<file path="config.mk">
export PLATFORM = sky130hd
export DESIGN_NAME = pcnms_cfg
export DESIGN_NICKNAME = d
export VERILOG_FILES = /design/src/design/pcnms_pkg.sv /design/src/design/pcnms_cfg.sv
export SDC_FILE = /design/constraint.sdc
export NUM_CORES = 1
export LEC_CHECK = 0
export BUFFER_PORTS_ARGS = -buffer_cell sky130_fd_sc_hd__buf_2
export CAP_MARGIN = 10
export CORE_MARGIN = 3
export CORE_UTILIZATION = 38
export DETAILED_ROUTE_END_ITERATION = 12
export GPL_ROUTABILITY_DRIVEN = 0
export MAX_ROUTING_LAYER = met4
export PLACE_DENSITY_LB_ADDON = 0.25
export SYNTH_ARGS = -nofsm -noshare
export SYNTH_HDL_FRONTEND = slang
export SYNTH_SLANG_ARGS = --single-unit
export TNS_END_PERCENT = 5
</file>
<file path="constraint.sdc">
create_clock -name aclk -period 1.3 [get_ports aclk]
set_clock_uncertainty 0.1 [all_clocks]
set_input_delay 0.26 -clock aclk [delete_from_list [all_inputs] [get_ports aclk]]
set_output_delay 0.26 -clock aclk [all_outputs]
set_load 0.02 [all_outputs]
</file>
<file path="src/design/pcnms_pkg.sv">
// ----------------------------------------------------------------------------
// pcnms_pkg
// Types and constants shared by the per-class NMS block: payload structs,
// store entry layout, controller states and the command/status bundles.
// ----------------------------------------------------------------------------
package pcnms_pkg;

    localparam int COORD_W  = 16;
    localparam int SCORE_W  = 16;
    localparam int CLASS_W  = 3;
    localparam int NUM_CLS  = 8;
    localparam int THR_W    = 17;
    localparam int CIU_W    = 4;
    localparam int AREA_W   = 2 * COORD_W;
    localparam int UNI_W    = AREA_W + 1;
    localparam int PROD_W   = THR_W + UNI_W;
    localparam int PADDR_W  = 3;
    localparam int PDATA_W  = 32;
    localparam int DRAIN_CYC = 4;

    localparam logic [THR_W-1:0] THR_RESET = 17'd32768;
    localparam logic [CIU_W-1:0] CIU_RESET = 4'd3;

    // Register index taken from paddr bit 2.
    localparam logic REG_IOU_THRESHOLD  = 1'b0;
    localparam logic REG_CLASSES_IN_USE = 1'b1;

    typedef struct packed {
        logic [CLASS_W-1:0] box_class;
        logic [SCORE_W-1:0] box_score;
        logic [COORD_W-1:0] box_left;
        logic [COORD_W-1:0] box_top;
        logic [COORD_W-1:0] box_right;
        logic [COORD_W-1:0] box_bottom;
        logic               last_box;
    } in_t;

    typedef struct packed {
        logic [CLASS_W-1:0] kept_class;
        logic [SCORE_W-1:0] kept_score;
        logic [COORD_W-1:0] kept_left;
        logic [COORD_W-1:0] kept_top;
        logic [COORD_W-1:0] kept_right;
        logic [COORD_W-1:0] kept_bottom;
        logic               final_kept;
        logic               dropped_any;
    } out_t;

    typedef struct packed {
        logic [CLASS_W-1:0] cls;
        logic [SCORE_W-1:0] score;
        logic [COORD_W-1:0] left;
        logic [COORD_W-1:0] top;
        logic [COORD_W-1:0] right;
        logic [COORD_W-1:0] bottom;
    } entry_t;

    localparam int ENTRY_W = $bits(entry_t);

    typedef enum logic [3:0] {
        S_LOAD,
        S_SCAN,
        S_SCAN_END,
        S_PICK,
        S_FETCH,
        S_CAND,
        S_AREA,
        S_CMP,
        S_DRAIN,
        S_DECIDE,
        S_EMIT,
        S_FLUSH
    } state_t;

    typedef struct packed {
        logic               wr;
        logic               set_drop;
        logic               rd_scan;
        logic               rd_best;
        logic               rd_cmp;
        logic               pick;
        logic               cand_load;
        logic               area;
        logic               keep;
        logic               pend_load;
        logic               emit;
        logic               emit_final;
        logic               batch_clr;
        logic [CLASS_W-1:0] cls;
    } cmd_t;

    typedef struct packed {
        logic cls_ok;
        logic found;
        logic ok;
        logic pend_valid;
        logic out_free;
    } stat_t;

    function automatic logic [COORD_W-1:0] span(input logic [COORD_W-1:0] lo,
                                                input logic [COORD_W-1:0] hi);
        span = (hi > lo) ? (hi - lo) : '0;
    endfunction

endpackage

</file>
<file path="src/design/pcnms_cfg.sv">
// ----------------------------------------------------------------------------
// pcnms_cfg
// APB register file: IoU threshold and number of classes in use.
// ----------------------------------------------------------------------------
module pcnms_cfg (
    input  logic                          aclk,
    input  logic                          aresetn,
    input  logic                          psel,
    input  logic                          penable,
    input  logic                          pwrite,
    input  logic [pcnms_pkg::PADDR_W-1:0] paddr,
    input  logic [pcnms_pkg::PDATA_W-1:0] pwdata,
    output logic [pcnms_pkg::PDATA_W-1:0] prdata,
    output logic                          pready,
    output logic [pcnms_pkg::THR_W-1:0]   iou_threshold,
    output logic [pcnms_pkg::CIU_W-1:0]   classes_in_use
);

    logic [pcnms_pkg::THR_W-1:0] thr_reg, thr_next;
    logic [pcnms_pkg::CIU_W-1:0] ciu_reg, ciu_next;
    logic                        wr_en;

    assign pready = 1'b1;
    assign wr_en  = psel && penable && pwrite;

    always_comb begin
        thr_next = thr_reg;
        ciu_next = ciu_reg;
        if (wr_en) begin
            case (paddr[2])
                pcnms_pkg::REG_IOU_THRESHOLD:  thr_next = pwdata[pcnms_pkg::THR_W-1:0];
                pcnms_pkg::REG_CLASSES_IN_USE: ciu_next = pwdata[pcnms_pkg::CIU_W-1:0];
                default: ;
            endcase
        end
    end

    always_ff @(posedge aclk) begin
        if (!aresetn) begin
            thr_reg <= pcnms_pkg::THR_RESET;
            ciu_reg <= pcnms_pkg::CIU_RESET;
        end else begin
            thr_reg <= thr_next;
            ciu_reg <= ciu_next;
        end
    end

    always_comb begin
        case (paddr[2])
            pcnms_pkg::REG_IOU_THRESHOLD:
                prdata = pcnms_pkg::PDATA_W'(thr_reg);
            pcnms_pkg::REG_CLASSES_IN_USE:
                prdata = pcnms_pkg::PDATA_W'(ciu_reg);
            default: prdata = '0;
        endcase
    end

    assign iou_threshold  = thr_reg;
    assign classes_in_use = ciu_reg;

endmodule

</file>
==> metrics.md, run 1 <==
| Metric | Value |
|---|---|
| Critical path capture point type | `output pin` |
| WL per Instance | `12.1 um` |
| Status | `complete, but fails checks` |
| Clock slew at reported path FFs | `110 ps` |
| Final max-slew violation count | `0` |
| Wirelength, routed | `2730 um` |
| Chip height | `60.3 um` |
| Max-cap viol count | `0` |
| Commonest non-fill, non-tap cell in the layout | `buf_2` |
| Overall power | `1.26 mW` |
| Peak VDD IR | `0.542 mV` |
| Pre-CTS WS | `-6.06 ps` |
| CTS tree | `yes` |
| Finished Core Util | `0.607` |
| Ys Warns | `0` |
| Pin count of the biggest net entering global routing | `41` |
| Detail Placement HPWL | `1890 um` |
| CP required | `940 ps` |
| Post-DR vias/cell | `4.46` |
| Setup ws final | `-92.4 ps` |
| Die area | `3640 sq um` |
| First-pass GRT wire length | `3770 um` |
| Final hold vios | `0` |
| Seq/Total Area, Yosys | `0.375` |
| Reg2reg path depth | `3` |
| Crit path largest cell delay | `340 ps` |
| R2r endpoint | `classes_in_use[1]$_SDFFE_PN1P_` |
| TritonCTS Buffers | `3` |
| Sequential Area | `447 sq um` |
| Crit start category | `register` |
| Vias in the first global route | `826` |
| Final Setup Violations | `4` |
| Tot GR Track Use | `0.138` |
| Boundary Pins | `94` |
| DRC errors left | `0` |
| Skew-Pair Late Insertion Delay | `290 ps` |
| Fin crit share | `1.07` |
| First-pass DRT Iterations | `4` |
| Core Region | `2780 sq um` |
| RSZ-0062 raised after global routing | `yes` |
| Share of layout cells above drive strength 1 | `0.549` |
| H-tree Lvls | `1` |
| Final min period | `1390 ps` |
| Top delay family on crit path | `flip-flops` |
| Placed insts | `215` |
| PD cells | `744 nW/um^2` |
| ANT cells | `0` |
| Cells along the critical path | `mux2_4 > buf_6` |
| Hold Path Sink | `iou_threshold[7]$_SDFFE_PN0P_` |
| Routed Antenna Nets | `0` |
| Most frequent cells in the layout | `36 x buf_2, 34 x nand2_1, 21 x mux2i_1, 21 x dfxtp_2, 19 x buf_4` |
| Synth cell types | `13` |
| Syn Inst Count | `128` |
| Failing checks | `negative setup slack` |
| Initial Utilization | `0.403` |
| Hold Path Class | `primary input to register` |
| Cts hold-fix bufs | `0` |
| CTS Sinks | `21` |
| Antenna violations before repair | `0` |
| Critical Path AT | `1030 ps` |
| R2R Setup Slk | `440 ps` |
| Multi-input logic area | `643 sq um` |
| Initial DRC Count | `27` |
| Die X | `60.3 um` |
| Site Rows | `19` |
| Slowest-stage cell, CP | `dfxtp_2` |
| Crit Path Max Fanout | `2` |
| CTS Root Cell | `clkbuf_4` |
| Area grow syn2layout | `50.7%` |
| Hold Path Origin | `pwdata[7]` |
| FF+latch count, synth | `21` |
| Lkg Pwr | `0.810 nW` |
| # fillers | `241` |
| CP bufs+invs | `1` |
| Net count, final | `236` |
| R2r startpoint | `classes_in_use[1]$_SDFFE_PN1P_` |
| Synthesized cell area | `1120 sq um` |
| Total gr overflow | `0` |
| Crit path launch | `iou_threshold[1]$_SDFFE_PN0P_` |
| Hold Path Stages | `3` |
| F_max | `718 MHz` |
| Final std cells w/o fill | `226` |
| CTS max path bufs | `2` |
| Setup CP Type | `register to output pin` |
| Fin Hold WS | `85.6 ps` |
| Vias | `1009` |
| Port bufs | `60` |
| Avg Cell Area, Syn | `8.76 sq um` |
-- per-layer routing --
| layer | global-route usage | vias to the layer above | wire, um |
|---|---|---|---|
| li1 | - | 509 | - |
| met1 | 0.168 | 458 | 1120 |
| met2 | 0.238 | 42 | 1390 |
| met3 | 0.0259 | 0 | 221 |
| met4 | 0.0285 | 0 | 0 |
| met5 | - | - | 0 |
-- logic make-up (layout without fill, tap and decap cells) --
| kind of cell | count (synthesis) | after routing | share of synthesized area |
|---|---|---|---|
| simple gates | 56 | 56 | 0.242 |
| mux | 25 | 25 | 0.228 |
| buf+inv | 24 | 77 | 0.148 |
| flops | 21 | 21 | 0.375 |
| other cells | 2 | 16 | 0.00670 |
-- where the power goes --
part	leakage [nW]	switching [mW]	internal [mW]
clock	0.0150	0.192	0.119
sequential	0.177	0.00899	0.660
combinational	0.617	0.160	0.116
total	0.810	0.361	0.895
-- cell type report --
| class | count | share of cell area |
|---|---|---|
| tap | 31 | 0.0230 |
| sequential | 21 | 0.264 |
| multi-input combinational | 97 | 0.381 |
| clock buffer | 4 | 0.0156 |
| timing repair buffer | 73 | 0.316 |
-- Yosys cell counts --
cell,n,area [sq um]
nand2_1,34,128
dfxtp_1,21,420
mux2i_1,21,210
nor2b_1,19,119
buf_4,16,120
clkbuf_1,5,18.8
mux2_2,4,45.0
buf_6,2,22.5
conb_1,2,7.51
and4_1,1,8.76
and4b_1,1,10.0
buf_2,1,5.00
nand4_1,1,6.26
-- state kept, by name, indices dropped and copies added, names as in the netlist --
register        count
iou_threshold      17
classes_in_use      4
-- worst min-delay path, cell delays in order --
cell	delay, ps
buf_2	100
nand2_1	40
mux2i_1	50
-- worst max-delay path by stage --
stage | end | cells after the start
6_report | prdata[1] | 2
5_1_grt | prdata[0] | 2
4_1_cts | prdata[0] | 2
3_5_place_dp | iou_threshold[16]$_SDFFE_PN0P_ | 4
3_3_place_gp | prdata[1] | 3
2_1_floorplan | prdata[10] | 3
-- metrics by stage --
step	TNS (ps)	area, sq um
after floorplan	-70.0	1170
after global placement	0	1400
after detailed placement	-6.06	1400
after CTS	-392	1570
after global routing	-801	1690
final	-365	1690
-- what timing repair did --
action,in CTS,in global routing
gates resized for setup,40,32
setup endpoints to repair,17,24
buffers inserted,7,0
Note: power is estimated with default switching activity, not from simulation.
==> run 2: changes to the inputs <==
ABC_AREA = 1   (was unset)
CORE_UTILIZATION = 39   (was 38)
==> metrics.md, run 2 <==
| Metric | Value |
|---|---|
| Die area | `3730 sq um` |
| ANT cells | `0` |
| R2R Setup Slk | `500 ps` |
| Synth cell types | `14` |
| Core Region | `2830 sq um` |
| Clock network power share | `0.237` |
| Cells along the critical path | `inv_2 > nor2_2 > buf_6` |
| CP bufs+invs | `2` |
| Switching Share | `0.319` |
| CP required | `940 ps` |
| PD cells | `808 nW/um^2` |
| Wirelength, routed | `2740 um` |
| Final min period | `1300 ps` |
| CTS tree | `yes` |
| Final instance area | `1650 sq um` |
| Net count, final | `296` |
| Peak VDD IR | `0.694 mV` |
| CTS Root Cell | `clkbuf_4` |
| Site Rows | `19` |
| Slowest-stage cell, CP | `dfxtp_2` |
| Most frequent cells in the layout | `45 x nor2_1, 42 x buf_2, 37 x nand2_1` |
| R2r startpoint | `iou_threshold[6]$_SDFFE_PN0P_` |
| Finished Core Util | `0.584` |
| First-pass DRT Iterations | `4` |
| DRC errors left | `0` |
| Overall power | `1.33 mW` |
| Commonest non-fill, non-tap cell in the layout | `nor2_1` |
| Initial Utilization | `0.418` |
| Final std cells w/o fill | `286` |
| Final max-slew violation count | `0` |
| Port bufs | `60` |
| Antenna violations before repair | `0` |
| Ys Warns | `0` |
| Skew-Pair Late Insertion Delay | `300 ps` |
| Detail Placement HPWL | `2090 um` |
| Crit start category | `register` |
| Setup TNS | `0 ps` |
| Crit Path Max Fanout | `3` |
| Seq pwr share | `0.515` |
| Top delay family on crit path | `flip-flops` |
| Crit path largest cell delay | `370 ps` |
| Tot GR Track Use | `0.155` |
| Die X | `61.1 um` |
| Setup ws final | `0.694 ps` |
| Routed Antenna Nets | `0` |
| Hold Path Origin | `pwdata[15]` |
| Final hold vios | `0` |
| First-pass GRT wire length | `4290 um` |
| Sw Pwr | `426 uW` |
| Internal power | `908 uW` |
| Initial DRC Count | `27` |
| Post-DR vias/cell | `4.31` |
| Cts hold-fix bufs | `0` |
| Area after DPL | `1510 sq um` |
| Pre-CTS WS | `75.3 ps` |
| Chip height | `61.1 um` |
| Lkg Pwr | `0.920 nW` |
| Reg2reg path depth | `3` |
| Top FF cell, synth | `dfxtp_1` |
| FF+latch count, synth | `21` |
| Fin crit share | `0.999` |
| Post-synth top area cell | `dfxtp_1` |
| Area grow syn2layout | `39.5%` |
| Vias | `1232` |
| Hold Path Sink | `iou_threshold[15]$_SDFFE_PN1P_` |
| Pin count of the biggest net entering global routing | `22` |
| TritonCTS Buffers | `3` |
| H-tree Lvls | `1` |
| Asr flop ratio synth | `0` |
| CTS max path bufs | `2` |
| Critical Path AT | `940 ps` |
| Syn Inst Count | `190` |
| F_max | `770 MHz` |
| Max-cap viol count | `0` |
| Clock slew at reported path FFs | `120 ps` |
| Area contributors post-synth | `dfxtp_1 36%, nor2_1 16%, nand2_1 12%, buf_4 10%, inv_1 9.5%` |
| Total gr overflow | `0` |
| R2r endpoint | `iou_threshold[6]$_SDFFE_PN0P_` |
| Combinational share of power | `0.248` |
| Max FFs per register | `17` |
| CTS Sinks | `21` |
| Fin Hold WS | `64.3 ps` |
| Avg Cell Area, Syn | `6.23 sq um` |
| Boundary Pins | `94` |
| Status | `finished, final reports clean` |
| WL per Instance | `9.58 um` |
| Hold Path Stages | `3` |
| Most frequent cell after synthesis | `nor2_1` |
| Setup CP Type | `register to output pin` |
| Final Setup Violations | `0` |
| Synthesized cell area | `1180 sq um` |
| Synth top area share | `0.355` |
| Post-synth EDFFs | `0` |
| Hold Path Class | `primary input to register` |
| Critical path capture point type | `output pin` |
| Placed insts | `281` |
| Vias in the first global route | `1067` |
| Share of layout cells above drive strength 1 | `0.435` |
| RSZ-0062 raised after global routing | `yes` |
| Seq/Total Area, Yosys | `0.355` |
| Synth cell count leaders | `50 x nor2_1, 37 x nand2_1, 30 x inv_1` |
-- run 2: worst max path at each step --
stage                     cells past startpoint                           start                             to  slack, ps
after floorplan                               2  iou_threshold[10]$_SDFFE_PN0P_                     prdata[10]        160
after global placement                        5                        paddr[2]                      prdata[1]         80
after detailed placement                      6                        paddr[2]  iou_threshold[4]$_SDFFE_PN0P_         80
after CTS                                     3  iou_threshold[10]$_SDFFE_PN0P_                     prdata[10]        -20
after global routing                          3   iou_threshold[4]$_SDFFE_PN0P_                      prdata[4]        -50
final                                         3  iou_threshold[10]$_SDFFE_PN0P_                     prdata[10]        0.7
-- run 2: logic make-up (layout without fill, tap and decap cells) --
| family | Yosys count | count (layout) | share of synthesized area |
|---|---|---|---|
| buf+inv | 55 | 106 | 0.242 |
| other cells | 2 | 16 | 0.00634 |
| flops | 21 | 21 | 0.355 |
| compound gates | 1 | 1 | 0.00422 |
| simple gates | 111 | 111 | 0.392 |
-- run 2: metal layers --
layer,vias up,routed length [um],GRT usage
met5,-,0,-
met4,0,19,0.0372
met3,2,227,0.0398
met2,48,1260,0.260
met1,529,1230,0.185
li1,653,-,-
-- run 2: final cells by class --
| cell class | instances | area [sq um] |
|---|---|---|
| timing repair buffer | 71 | 475 |
| inverter | 31 | 116 |
| sequential | 21 | 447 |
| clock buffer | 3 | 22.5 |
| multi-input combinational | 128 | 547 |
| clock inverter | 1 | 5.00 |
| tap | 31 | 38.8 |
| fill | 305 | 1180 |
-- run 2: power groups by stage --
stage / Clock (mW) / Sequential (mW) / Combinational (mW)
floorplan: 0 / 0.723 / 0.208
global placement: 0 / 0.696 / 0.307
detailed placement: 0 / 0.696 / 0.311
CTS: 0.335 / 0.686 / 0.317
global route: 0.349 / 0.690 / 0.369
finish: 0.317 / 0.687 / 0.331
-- run 2: repair_timing --
| action | CTS | global route |
|---|---|---|
| endpoints found under the hold margin | 0 | 0 |
| gates resized for setup | 30 | 27 |
| buffers inserted | 0 | 1 |
| pin swaps | 1 | 5 |
| endpoints found under the setup margin | 17 | 17 |
-- run 2: worst register-to-register path: cells and delay by family (launching register included) --
kind,cells,cell delay (ps)
flip-flops,1,350
AND/OR/NAND/NOR,2,140
buffers and inverters,1,130
