==> config.mk <==
export PLATFORM = sky130hd
export DESIGN_NAME = pcnms_ctrl
export DESIGN_NICKNAME = d
export VERILOG_FILES = /design/src/design/pcnms_pkg.sv /design/src/design/pcnms_ctrl.sv
export SDC_FILE = /design/constraint.sdc
export NUM_CORES = 1
export LEC_CHECK = 0
export BUFFER_PORTS_ARGS = -buffer_cell sky130_fd_sc_hd__buf_2
export CAP_MARGIN = 10
export CELL_PAD_IN_SITES_DETAIL_PLACEMENT = 1
export CELL_PAD_IN_SITES_GLOBAL_PLACEMENT = 1
export CORE_MARGIN = 5
export CORE_UTILIZATION = 41
export DETAILED_ROUTE_END_ITERATION = 16
export HOLD_SLACK_MARGIN = 0.06
export PLACE_DENSITY_LB_ADDON = 0.1
export SYNTH_ARGS = -nofsm -noshare
export SYNTH_HDL_FRONTEND = slang
export SYNTH_SLANG_ARGS = --single-unit
==> constraint.sdc <==
create_clock -name aclk -period 3.3 [get_ports aclk]
set_input_delay 0.99 -clock aclk [delete_from_list [all_inputs] [get_ports aclk]]
set_output_delay 0.99 -clock aclk [all_outputs]
set_load 0.01 [all_outputs]
==> src/design/pcnms_pkg.sv <==
// ----------------------------------------------------------------------------
// pcnms_pkg
// Types and constants shared by the per-class NMS block: payload structs,
// store entry layout, controller states and the command/status bundles.
// ----------------------------------------------------------------------------
package pcnms_pkg;

    localparam int COORD_W  = 16;
    localparam int SCORE_W  = 16;
    localparam int CLASS_W  = 3;
    localparam int NUM_CLS  = 8;
    localparam int THR_W    = 17;
    localparam int CIU_W    = 4;
    localparam int AREA_W   = 2 * COORD_W;
    localparam int UNI_W    = AREA_W + 1;
    localparam int PROD_W   = THR_W + UNI_W;
    localparam int PADDR_W  = 3;
    localparam int PDATA_W  = 32;
    localparam int DRAIN_CYC = 4;

    localparam logic [THR_W-1:0] THR_RESET = 17'd32768;
    localparam logic [CIU_W-1:0] CIU_RESET = 4'd3;

    // Register index taken from paddr bit 2.
    localparam logic REG_IOU_THRESHOLD  = 1'b0;
    localparam logic REG_CLASSES_IN_USE = 1'b1;

    typedef struct packed {
        logic [CLASS_W-1:0] box_class;
        logic [SCORE_W-1:0] box_score;
        logic [COORD_W-1:0] box_left;
        logic [COORD_W-1:0] box_top;
        logic [COORD_W-1:0] box_right;
        logic [COORD_W-1:0] box_bottom;
        logic               last_box;
    } in_t;

    typedef struct packed {
        logic [CLASS_W-1:0] kept_class;
        logic [SCORE_W-1:0] kept_score;
        logic [COORD_W-1:0] kept_left;
        logic [COORD_W-1:0] kept_top;
        logic [COORD_W-1:0] kept_right;
        logic [COORD_W-1:0] kept_bottom;
        logic               final_kept;
        logic               dropped_any;
    } out_t;

    typedef struct packed {
        logic [CLASS_W-1:0] cls;
        logic [SCORE_W-1:0] score;
        logic [COORD_W-1:0] left;
        logic [COORD_W-1:0] top;
        logic [COORD_W-1:0] right;
        logic [COORD_W-1:0] bottom;
    } entry_t;

    localparam int ENTRY_W = $bits(entry_t);

    typedef enum logic [3:0] {
        S_LOAD,
        S_SCAN,
        S_SCAN_END,
        S_PICK,
        S_FETCH,
        S_CAND,
        S_AREA,
        S_CMP,
        S_DRAIN,
        S_DECIDE,
        S_EMIT,
        S_FLUSH
    } state_t;

    typedef struct packed {
        logic               wr;
        logic               set_drop;
        logic               rd_scan;
        logic               rd_best;
        logic               rd_cmp;
        logic               pick;
        logic               cand_load;
        logic               area;
        logic               keep;
        logic               pend_load;
        logic               emit;
        logic               emit_final;
        logic               batch_clr;
        logic [CLASS_W-1:0] cls;
    } cmd_t;

    typedef struct packed {
        logic cls_ok;
        logic found;
        logic ok;
        logic pend_valid;
        logic out_free;
    } stat_t;

    function automatic logic [COORD_W-1:0] span(input logic [COORD_W-1:0] lo,
                                                input logic [COORD_W-1:0] hi);
        span = (hi > lo) ? (hi - lo) : '0;
    endfunction

endpackage

==> src/design/pcnms_ctrl.sv <==
// ----------------------------------------------------------------------------
// pcnms_ctrl
// Sequencer: loads the batch, then per class selects the best remaining box,
// runs its overlap test against kept boxes and hands results out.
// ----------------------------------------------------------------------------
module pcnms_ctrl #(
    parameter int MAX_BOXES = 64
) (
    input  logic                         aclk,
    input  logic                         aresetn,
    input  logic                         s_valid,
    input  logic                         s_last,
    output logic                         s_ready,
    input  pcnms_pkg::stat_t             stat,
    output pcnms_pkg::cmd_t              cmd,
    output logic [$clog2(MAX_BOXES)-1:0] addr,
    output logic [$clog2(MAX_BOXES)-1:0] waddr
);

    localparam int IDX_W = $clog2(MAX_BOXES);
    localparam int CNT_W = $clog2(MAX_BOXES + 1);

    pcnms_pkg::state_t state_reg, state_next;
    logic [CNT_W-1:0]               count_reg, count_next;
    logic [IDX_W-1:0]               addr_reg, addr_next;
    logic [pcnms_pkg::CLASS_W-1:0]  cls_reg, cls_next;
    logic [2:0]                     drain_reg, drain_next;
    logic                           fire, full, stored, scan_last, cls_last;

    assign fire      = s_valid && (state_reg == pcnms_pkg::S_LOAD);
    assign full      = (count_reg == CNT_W'(MAX_BOXES));
    assign stored    = fire && stat.cls_ok && !full;
    assign scan_last = ((CNT_W'(addr_reg) + CNT_W'(1)) == count_reg);
    assign cls_last  = (cls_reg == pcnms_pkg::CLASS_W'(pcnms_pkg::NUM_CLS - 1));
    assign s_ready   = (state_reg == pcnms_pkg::S_LOAD);
    assign addr      = addr_reg;
    assign waddr     = count_reg[IDX_W-1:0];

    // Next state.
    always_comb begin
        state_next = state_reg;
        case (state_reg)
            pcnms_pkg::S_LOAD: begin
                if (fire && s_last && (count_reg != '0 || stored)) begin
                    state_next = pcnms_pkg::S_SCAN;
                end
            end
            pcnms_pkg::S_SCAN: begin
                if (scan_last) state_next = pcnms_pkg::S_SCAN_END;
            end
            pcnms_pkg::S_SCAN_END: state_next = pcnms_pkg::S_PICK;
            pcnms_pkg::S_PICK: begin
                if (stat.found)   state_next = pcnms_pkg::S_FETCH;
                else if (cls_last) state_next = pcnms_pkg::S_FLUSH;
                else              state_next = pcnms_pkg::S_SCAN;
            end
            pcnms_pkg::S_FETCH: state_next = pcnms_pkg::S_CAND;
            pcnms_pkg::S_CAND:  state_next = pcnms_pkg::S_AREA;
            pcnms_pkg::S_AREA:  state_next = pcnms_pkg::S_CMP;
            pcnms_pkg::S_CMP: begin
                if (scan_last) state_next = pcnms_pkg::S_DRAIN;
            end
            pcnms_pkg::S_DRAIN: begin
                if (drain_reg == '0) state_next = pcnms_pkg::S_DECIDE;
            end
            pcnms_pkg::S_DECIDE: begin
                if (stat.ok && stat.pend_valid) state_next = pcnms_pkg::S_EMIT;
                else                            state_next = pcnms_pkg::S_SCAN;
            end
            pcnms_pkg::S_EMIT: begin
                if (stat.out_free) state_next = pcnms_pkg::S_SCAN;
            end
            pcnms_pkg::S_FLUSH: begin
                if (stat.out_free) state_next = pcnms_pkg::S_LOAD;
            end
            default: state_next = pcnms_pkg::S_LOAD;
        endcase
    end

    // Commands to the datapath.
    always_comb begin
        cmd     = '0;
        cmd.cls = cls_reg;
        case (state_reg)
            pcnms_pkg::S_LOAD: begin
                cmd.wr       = stored;
                cmd.set_drop = fire && !stored;
                // A batch that closes with nothing stored yields no results.
                cmd.batch_clr = fire && s_last && count_reg == '0 && !stored;
            end
            pcnms_pkg::S_SCAN:   cmd.rd_scan   = 1'b1;
            pcnms_pkg::S_PICK:   cmd.pick      = 1'b1;
            pcnms_pkg::S_FETCH:  cmd.rd_best   = 1'b1;
            pcnms_pkg::S_CAND:   cmd.cand_load = 1'b1;
            pcnms_pkg::S_AREA:   cmd.area      = 1'b1;
            pcnms_pkg::S_CMP:    cmd.rd_cmp    = 1'b1;
            pcnms_pkg::S_DECIDE: begin
                cmd.keep      = stat.ok;
                cmd.pend_load = stat.ok && !stat.pend_valid;
            end
            pcnms_pkg::S_EMIT:  cmd.emit = stat.out_free;
            pcnms_pkg::S_FLUSH: begin
                cmd.emit_final = stat.out_free;
                cmd.batch_clr  = stat.out_free;
            end
            default: ;
        endcase
    end

    // Counters.
    always_comb begin
        count_next = count_reg;
        cls_next   = cls_reg;
        drain_next = drain_reg;
        addr_next  = '0;
        if (cmd.wr) count_next = count_reg + CNT_W'(1);
        if ((state_reg == pcnms_pkg::S_SCAN || state_reg == pcnms_pkg::S_CMP) && !scan_last) begin
            addr_next = addr_reg + IDX_W'(1);
        end
        if (state_reg == pcnms_pkg::S_PICK && !stat.found) cls_next = cls_reg + 1'b1;
        if (state_reg == pcnms_pkg::S_CMP && scan_last) drain_next = 3'(pcnms_pkg::DRAIN_CYC);
        else if (state_reg == pcnms_pkg::S_DRAIN) drain_next = drain_reg - 3'd1;
        if (cmd.batch_clr) begin
            count_next = '0;
            cls_next   = '0;
        end
    end

    always_ff @(posedge aclk) begin
        if (!aresetn) begin
            state_reg <= pcnms_pkg::S_LOAD;
            count_reg <= '0;
            addr_reg  <= '0;
            cls_reg   <= '0;
            drain_reg <= '0;
        end else begin
            state_reg <= state_next;
            count_reg <= count_next;
            addr_reg  <= addr_next;
            cls_reg   <= cls_next;
            drain_reg <= drain_next;
        end
    end

endmodule

==> impl_results.md, run 1 <==
- Status: completed
- Cell taking the most area after synthesis: dfxtp_1
- Die Ht: about 70 um
- PwrDens: 478.4 nW/um^2
- Area grow syn2layout: 12.76%
- Final Slew Violations: 0
- Hold_ws: ~0.52 ns
- Max incr delay on CP: between 0.4 and 0.5 ns
- Hold_buf cts: 0
- GRT Total Usage: 0.1558
- RSZ-0062 raised after global routing: false
- Clk_lat worst skew: 0.30 ns
- Non-Filler Instances: 247
- Reg2Reg Launch Point: state_reg[1]
- Post CTS Setup Buffer Count: 0
- Critical path endpoint: cmd[14]
- Vias in the first global route: between 1,000 and 1,500
- DP Worst Slack: 0.4774 ns
- CP Class: flip-flop to output pin
- Ys async rst share: 0
- Hold Path Class: flip-flop to flip-flop
- Clock sinks: 23
- CTS Buffer Depth: 2
- WL final: 3609 um
- Worst r2r dst: state_reg[1]
- I/O pins: 38
- Compound-Gate Fraction of Synth Area: 0.1124
- CTS Root Cell: clkbuf_4
- DR vias/cell: 5.235
- Global routing met2 resource utilization: 0.2854
- Worst vdd ir: about 180 uV
- Cells after DPL: 243
- Reg-to-reg slack, setup: 1.21 ns
- Finish-stage setup viols: 0
- GRT overflow: 0
- CP startpoint kind: flip-flop
- Largest family of logic cells by synthesized area: simple AND/OR/NAND/NOR gates
- Post-synth EDFFs: 0
- Synth Area in Simple Gates: 0.2942
- Die area: 4912 sq um
- Final antenna diode count: 0
- CTS clk-pin slew, worst paths: 0.11 ns
- Gr busiest metal: met2
- Synthesized cell area: 1480 sq um
- Share of layout cells above drive strength 1: 0.2687
- Met1 global-route usage: 0.1824
- Post-Syn Nets: 188
- TritonCTS clock tree: yes
- GR Util met3: 0.02582
- CP arrival: ~2.0 ns
- Core Util, Final: 0.4886
- Pin count of the biggest net entering global routing: 14
- Max reg flops: 7
- Vias after detailed routing: approximately 1,300
- Dpl hpwl: just under 3000 um
- Yosys warns: 0
- Yosys reg bits: 23
- Reg area: 460.4 sq um
- FILL cells: 434
- Nets: 218
- Cts bufs inserted: 3
- Crit. End Element: output pin
- Yosys cell types: 47
- Relative slew slack: 0.6257
- Worst setup margin: 0.3251 ns
- Synth Area in XOR/XNOR: 0.1217
- Routability cong.: just under 0.8
- Footprint of the multi-input gates: 909.6 sq um
- Router iterations before antenna repair: 4
- DRC marker count from the first detailed-route iteration: 93
- Top cells by area, synth: dfxtp_1 31%, xor2_1 6.5%, nor2_1 6.3%
- Adder-Cell Fraction of Synth Area: 0.05917
- Initial Util: 0.4333
- H-Tree Depth: 1
- Residual DRC: 0
- Fin Setup TNS: 0 ns
- Hold Violations, Final: 0
- Area fraction of the dominant cell type after synthesis: 0.3111
- Die extent in x: 70.09 um
- Worst EP required: about 2.3 ns
- Clk_skew: between 0.007 and 0.008 ns
- Initial antenna violation count: 0
- Mux share of post-synthesis cell area: 0.02705
- Worst Max-Slew Pin Slew: around 0.56 ns
- Syn avg cell area: 8.606 sq um
- Period utilization: 0.9015
- DR WL/cell: 14.61 um
- Worst R2R Path Depth: 6
- Critical path startpoint: state_reg[3]
- P_leak: 0.0007427 uW
- Maxcap violations: 0
- Post-DRT Antenna Nets: 0
- Crit path time final: 2.975 ns
- Post-synth top flop: dfxtp_1
- Row cnt: 21
- Critical path cell sequence: nor4_2 -> and2_1 -> and3_1 -> nor2b_1 -> buf_2
- First-pass GRT wire length: 6361 um
- Sequential element share of the synthesized area: 0.3111
- CORE AREA: 3416 sq um
- Post-cts gate resize count: 0
- Post-Syn Instances: approximately 170
- CP max-delay cell: dfxtp_1
- I/O Buffers: 37
- Critical Path Fanout Max: 11
- Maximum clock frequency: 0.3361 GHz
through the flow:
| stage | cell area [sq um] | power, uW |
|---|---|---|
| final | 1669 | 798.4 |
| after global placement | 1643 | 666.3 |
| after detailed placement | 1643 | 682.6 |
| after floorplan | 1480 | 595.5 |
| after CTS | 1669 | 809.5 |
| after global routing | 1669 | 863.1 |
power by group:
group | internal [uW] | switching (uW) | total, uW
sequential | 300 | 58.4 | 359
combinational | 138 | 176 | 313
clock | 47.1 | 79.1 | 126
routing by layer:
layer / share of wire / vias up
li1: - / 644
met1: 0.41 / 624
met2: 0.54 / 21
met3: 0.034 / 4
met4: 0.012 / 0
met5: 0 / -
synthesized netlist by cell type, types with 2 or more instances:
master,count
xor2_1,11
nor3_1,6
dfxtp_1,23
inv_1,8
nand4_1,3
nor3_2,2
nand2_1,10
buf_4,8
and3_1,2
xnor2_1,7
buf_2,4
nand3_1,2
a21oi_1,5
nor2_1,25
o21ai_0,3
mux2i_1,4
nor4_2,2
nor3b_1,2
ha_1,7
nand3b_1,2
o21a_1,2
nor2b_1,6
and4b_1,2
nand2b_1,3
worst min-delay path by stage:
| stage | from | end | slack (ns) | cells after the start |
|---|---|---|---|---|
| global route | addr[0] | addr[0] | 0.56 | 1 |
| floorplan | drain_reg[1] | drain_reg[1] | 0.48 | 2 |
| global placement | addr[0] | addr[0] | 0.48 | 1 |
| finish | addr[0] | addr[0] | 0.52 | 1 |
| CTS | addr[0] | addr[0] | 0.53 | 1 |
| detailed placement | addr[0] | addr[0] | 0.50 | 1 |
worst max-delay path, delay by kind of cell (launching register included):
kind | cells | cell delay, ns
AND/OR/NAND/NOR | 4 | 1.10
flip-flops | 1 | 0.45
buffers and inverters | 1 | 0.15
area by class of cell:
class / instances / share of cell area
Clock buffer: 4 / 0.01574
Sequential cell: 23 / 0.2759
Timing Repair Buffer: 37 / 0.1109
Multi-Input combinational cell: 129 / 0.5450
Inverter: 8 / 0.01799
Tap cell: 46 / 0.03448
cell families after synthesis:
logic type	count (synthesis)
and+or+nand+nor	76
AOI/OAI and AO/OA	23
DFF	23
buffers and inverters	20
xor gates and xnor gates	19
adders and majority gates	7
muxes	4
cells in the final DEF, fill, tap and decap left out, types with 2 or more instances in the layout:
master	instances
buf_2	37
nor4_2	2
ha_1	7
nor2_1	25
mux2i_1	4
and3_1	2
o21ai_0	3
xnor2_1	7
nand2_1	10
nand3_1	2
a21oi_1	5
nand3b_1	2
nor3b_1	2
xor2_1	11
inv_1	8
nor3_2	2
clkbuf_4	3
o21a_1	2
nand2b_1	3
and4b_1	2
nor3_1	6
dfxtp_1	23
nand4_1	3
nor2b_1	6
No activity file was read; power rests on OpenSTA's default activity.
==> inputs of run 2 (changes only) <==
ABC_AREA = 1   (was unset)
CORE_MARGIN = 2   (was 5)
CORE_UTILIZATION = 39   (was 41)
==> impl_results.md, run 2 <==
- DRC marker count from the first detailed-route iteration: 28
- RSZ-0062 raised after global routing: false
- Initial antenna violation count: 0
- Reg2Reg Launch Point: addr[0]
- Final Slew Violations: 0
- WL final: approximately 4000 um
- CP arrival: 1.72 ns
- Area fraction of the dominant cell type after synthesis: 0.2965
- Yosys reg bits: 23
- Worst r2r dst: state_reg[0]
- Post CTS Setup Buffer Count: 0
- Hold path startpoint: drain_reg[0]
- TritonCTS clock tree: yes
- Initial Util: 0.4148
- Crit path time final: 2.712 ns
- PwrDens: 526.4 nW/um^2
- Post-DRT Antenna Nets: 0
- Share of layout cells above drive strength 1: 0.1912
- FILL cells: 546
- Placed Instance Area: 1745 sq um
- Yosys cell types: 30
- I/O pins: 38
- Worst vdd ir: 274.4 uV
- Relative slew slack: 0.6942
- Final antenna diode count: 0
- Hold_buf cts: 0
- Clk_lat worst skew: about 0.26 ns
- Hold Path Class: flip-flop to flip-flop
- Pin count of the biggest net entering global routing: 14
- H-Tree Depth: 1
- Area grow syn2layout: 15.39%
- DR WL/cell: 12.50 um
- Router iterations before antenna repair: 4
- Cell taking the most area after synthesis: dfxtp_1
- CP startpoint kind: flip-flop
- GRT Total Usage: 0.1883
- Vias in the first global route: 1,482
- Worst R2R Path Depth: 12
- CTS Root Cell: clkbuf_8
- Hold path depth: 2
- Die area: 4502 sq um
- Hold Violations, Final: 0
- Nets: 289
- Status: completed
- Commonest non-fill, non-tap cell in the layout: nand2_1
- Most frequent cells in the layout: 62 x nand2_1, 37 x buf_2, 36 x inv_1
- Maxcap violations: 0
- Row cnt: 22
- Post-synth EDFFs: 0
- Maximum clock frequency: 0.3687 GHz
- Max reg flops: 7
- Residual DRC: 0
- Count leader, synth: nand2_1
- DR vias/cell: 4.884
- Core Util, Final: 0.4786
- I/O Buffers: 37
- Synthesized cell area: 1553 sq um
- Period utilization: 0.8218
- Post-cts gate resize count: 0
- Post-synth top flop: dfxtp_1
- Routability cong.: about 0.78
- Syn avg cell area: roughly 6.5 sq um
- Worst Max-Slew Pin Slew: 0.4573 ns
- Vias after detailed routing: about 1,600
- GRT overflow: 0
- Sequential element share of the synthesized area: 0.2965
- Die Ht: 67.10 um
- Clk_skew: 0.003602 ns
- Post-Syn Nets: 254
- Post-Syn Instances: about 240
- CTS Buffer Depth: 2
- CP Class: flip-flop to output pin
- Top cells by area, synth: dfxtp_1 30%, nand2_1 15%, inv_1 8.7%
- Fin Setup TNS: 0 ns
- Yosys warns: 0
- Die extent in x: 67.10 um
- Hold EP: drain_reg[0]
- Worst EP required: 2.31 ns
- CORE AREA: 3744 sq um
- P_leak: 0.0008525 uW
- Reg-to-reg slack, setup: about 1.4 ns
- Clock sinks: 23
- Critical Path Fanout Max: 7
- Ys async rst share: 0
- Fin area: 1792 sq um
- Dpl hpwl: 3278 um
- Cts bufs inserted: 3
- Synth top cells by count: 62 x nand2_1, 36 x inv_1, 31 x nor2_1, 23 x dfxtp_1, 21 x nand3_1
- First-pass GRT wire length: roughly 6600 um
- Finish-stage setup viols: 0
- Crit. End Element: output pin
- CTS clk-pin slew, worst paths: about 0.09 ns
-- run 2: cell types whose count changed in the layout (fill, tap and decap cells not counted), sizes merged, moves of 3 or more --
cell and change:
nand2 +54, inv +28, nand3 +20, a21oi +13
xor2 -9, nor2 +8, xnor2 -7, nor2b -6
nor3 -5, mux2i -4, and3 -3, nand2b -3
-- run 2: through the flow --
stage / std cells / hold WS (ns) / total power, uW / setup slack [ns]
after global routing: 320 / 0.4817 / 1032 / 0.4433
after detailed placement: 316 / 0.4620 / 780.0 / 0.6917
final: 320 / 0.4684 / 943.2 / 0.5880
after global placement: 316 / 0.4528 / 766.3 / 0.7083
after floorplan: 238 / 0.4407 / 664.5 / 0.9268
after CTS: 320 / 0.4753 / 964.2 / 0.5527
-- run 2: cell families (layout without fill, tap and decap cells) --
group                      count (synthesis)  after routing  synth area share
xor gates and xnor gates                   2              2           0.01128
buffers and inverters                     43             77            0.1209
DFF                                       23             23            0.2965
AOI/OAI and AO/OA                         31             31            0.1185
adders and majority gates                  7              7           0.05640
and+or+nand+nor                          132            132            0.3965
-- run 2: worst max path at each step --
stage | to | cells past startpoint | from
2_1_floorplan | cmd[14] | 3 | stat[4]
3_3_place_gp | cmd[3] | 6 | s_valid
3_5_place_dp | cmd[3] | 6 | s_valid
4_1_cts | cmd[14] | 9 | count_reg[0]
6_report | cmd[14] | 9 | count_reg[0]
5_1_grt | cmd[14] | 9 | count_reg[0]
-- run 2: report_power, final --
| group | switching (uW) | internal [uW] | leakage, uW |
|---|---|---|---|
| combinational | 265 | 158 | 0.000641 |
| sequential | 35.0 | 308 | 0.000186 |
| clock | 92.8 | 84.2 | 0.0000255 |
-- run 2: cell type report --
cell class	instances	area (sq um)	share of cell area
repair buffers	37	185.2	0.1034
multi-input cells	172	904.6	0.5049
clock buffers	3	41.29	0.02304
flip-flops and latches	23	460.4	0.2570
inverters	36	135.1	0.07542
clock inverters	1	5.005	0.002793
well taps	48	60.06	0.03352
-- run 2: metal layers --
| layer | track usage | routed length [um] |
|---|---|---|
| met1 | 0.2327 | 1817 |
| met2 | 0.3403 | 1997 |
| met3 | 0.02027 | 135 |
| met4 | 0.05612 | 50 |
| met5 | 0 | 0 |
-- run 2: critical path, stage by stage, from the launching register on --
cell     delay (ns)
dfxtp_1        0.43
inv_1          0.12
ha_1           0.21
nand2_1        0.07
nor2_1         0.05
nand3_1        0.12
nand4_4        0.13
inv_1          0.15
nor2_1         0.05
buf_2          0.13
==> inputs of run 3 (changes only) <==
CORE_UTILIZATION = 33   (was 39)
clock period = 2.4 ns   (was 3.3 ns; I/O delays follow)
==> impl_results.md, run 3 (synthesis gave the netlist of run 2 again) <==
- Vias in the first global route: 1,556
- Reg-to-reg slack, setup: 0.47 ns
- WL final: between 4000 and 5000 um
- Final antenna diode count: 0
- I/O pins: 38
- Max reg flops: 7
- CTS Buffer Depth: 2
- TritonCTS clock tree: yes
- Hold Violations, Final: 0
- Core Util, Final: 0.4161
- CTS Root Cell: clkbuf_8
- Die extent in x: ~73 um
- Cts bufs inserted: 3
- Hold_ws: roughly 0.47 ns
- Crit. End Element: output pin
- CORE AREA: 4444 sq um
- Row cnt: 24
- Worst R2R Path Depth: 12
- Worst setup margin: between 0.09 and 0.1 ns
- Maxcap violations: 0
- P_leak: between 0.0008 and 0.0009 uW
- Residual DRC: 0
- Commonest non-fill, non-tap cell in the layout: nand2_1
- GRT Total Usage: 0.1758
- Share of layout cells above drive strength 1: 0.2266
- First-pass GRT wire length: 7383 um
- CTS clk-pin slew, worst paths: 0.08 ns
- Relative slew slack: 0.6812
- Router iterations before antenna repair: 4
- Fin Setup TNS: 0 ns
- DR WL/cell: 12.96 um
- DR vias/cell: 4.742
- Routability cong.: 0.7840
- Initial antenna violation count: 0
- Pin count of the biggest net entering global routing: 13
- Cells after DPL: approximately 320
- Clk_skew: 0.005929 ns
- Critical path cell sequence: or2_4 -> nor2_8 -> buf_4 -> nand4_4 -> inv_2 -> nor2_1 -> buf_2
- Hold_buf cts: 0
- CP startpoint kind: flip-flop
- Clock sinks: 23
- Non-Filler Instances: 330
- I/O Buffers: 37
- Final Slew Violations: 0
- Status: completed
- Crit path time final: 2.308 ns
- Nets: between 200 and 300
- CP arrival: roughly 1.6 ns
- Die area: 5270 sq um
- Post-DRT Antenna Nets: 0
- DRC marker count from the first detailed-route iteration: 53
- Initial Util: 0.3494
- CP max-delay cell: dfxtp_1
- Worst EP required: ~1.7 ns
- Hold EP: drain_reg[1]
- Critical Path Fanout Max: 5
- Maximum clock frequency: 0.4333 GHz
- Worst Max-Slew Pin Slew: between 0.4 and 0.5 ns
- Reg2Reg Launch Point: addr[0]
- Period utilization: 0.9617
- Area grow syn2layout: 19.10%
- Dpl hpwl: 3450 um
- H-Tree Depth: 1
- Hold Path Class: flip-flop to flip-flop
- Vias after detailed routing: 1,565
- Max incr delay on CP: 0.35 ns
- CP Class: flip-flop to output pin
- Clk_lat worst skew: 0.26 ns
- Finish-stage setup viols: 0
- Die Ht: 72.60 um
- Worst r2r dst: state_reg[3]
- DP Worst Slack: 0.2753 ns
- Most frequent cells in the layout: 61 x nand2_1, 37 x buf_2, 34 x inv_1
- PwrDens: 738.6 nW/um^2
- Worst vdd ir: around 260 uV
- Hold path startpoint: drain_reg[1]
- Hold path depth: 2
- GRT overflow: 0
## run 3: worst max-delay path by stage
stage	start	end	slack [ns]	depth (start not counted)
5_1_grt	count_reg[1]	cmd[3]	-0.05	9
4_1_cts	count_reg[1]	cmd[14]	0.01	9
3_3_place_gp	count_reg[1]	cmd[14]	0.28	9
6_report	state_reg[1]	cmd[14]	0.09	7
2_1_floorplan	count_reg[0]	cmd[14]	0.46	8
3_5_place_dp	count_reg[1]	cmd[14]	0.28	9
## run 3: cell type report
class                   count  area (sq um)
well taps                  52         65.06
fillers                   615          2595
clock buffers               4         45.04
repair buffers             43         230.2
multi-input cells         172         912.1
flip-flops and latches     23         461.7
inverters                  36         135.1
## run 3: metrics by stage
stage	power, uW	cell area (sq um)
2_1_floorplan	913.6	1553
4_1_cts	1350	1819
3_3_place_gp	1082	1773
5_1_grt	1492	1849
3_5_place_dp	1094	1773
6_report	1366	1849
## run 3: report_power, final
part	leakage (uW)	switching [uW]	internal [uW]
Combinational	0.000668	399	259
Sequential	0.000187	35.8	424
Clock	0.0000228	130	118
## run 3: repair_timing
action                     4_1_cts  5_1_grt
pin swaps                        0        3
resized for setup                1        5
setup endpoints to repair        2        3
setup buffers                    0        3
## run 3: worst max-delay path: cells and delay by family (launching register included)
| family | cells | cell delay (ns) |
|---|---|---|
| flip-flops | 1 | 0.35 |
| buffers and inverters | 3 | 0.37 |
| AND/OR/NAND/NOR | 4 | 0.60 |
## run 3: metal layers
layer,global-route usage,vias up,share of wire
met5,0,-,0
met4,0.03704,0,0.0068
met3,0.02901,2,0.035
met2,0.2808,27,0.44
met1,0.2494,702,0.52
li1,-,834,-
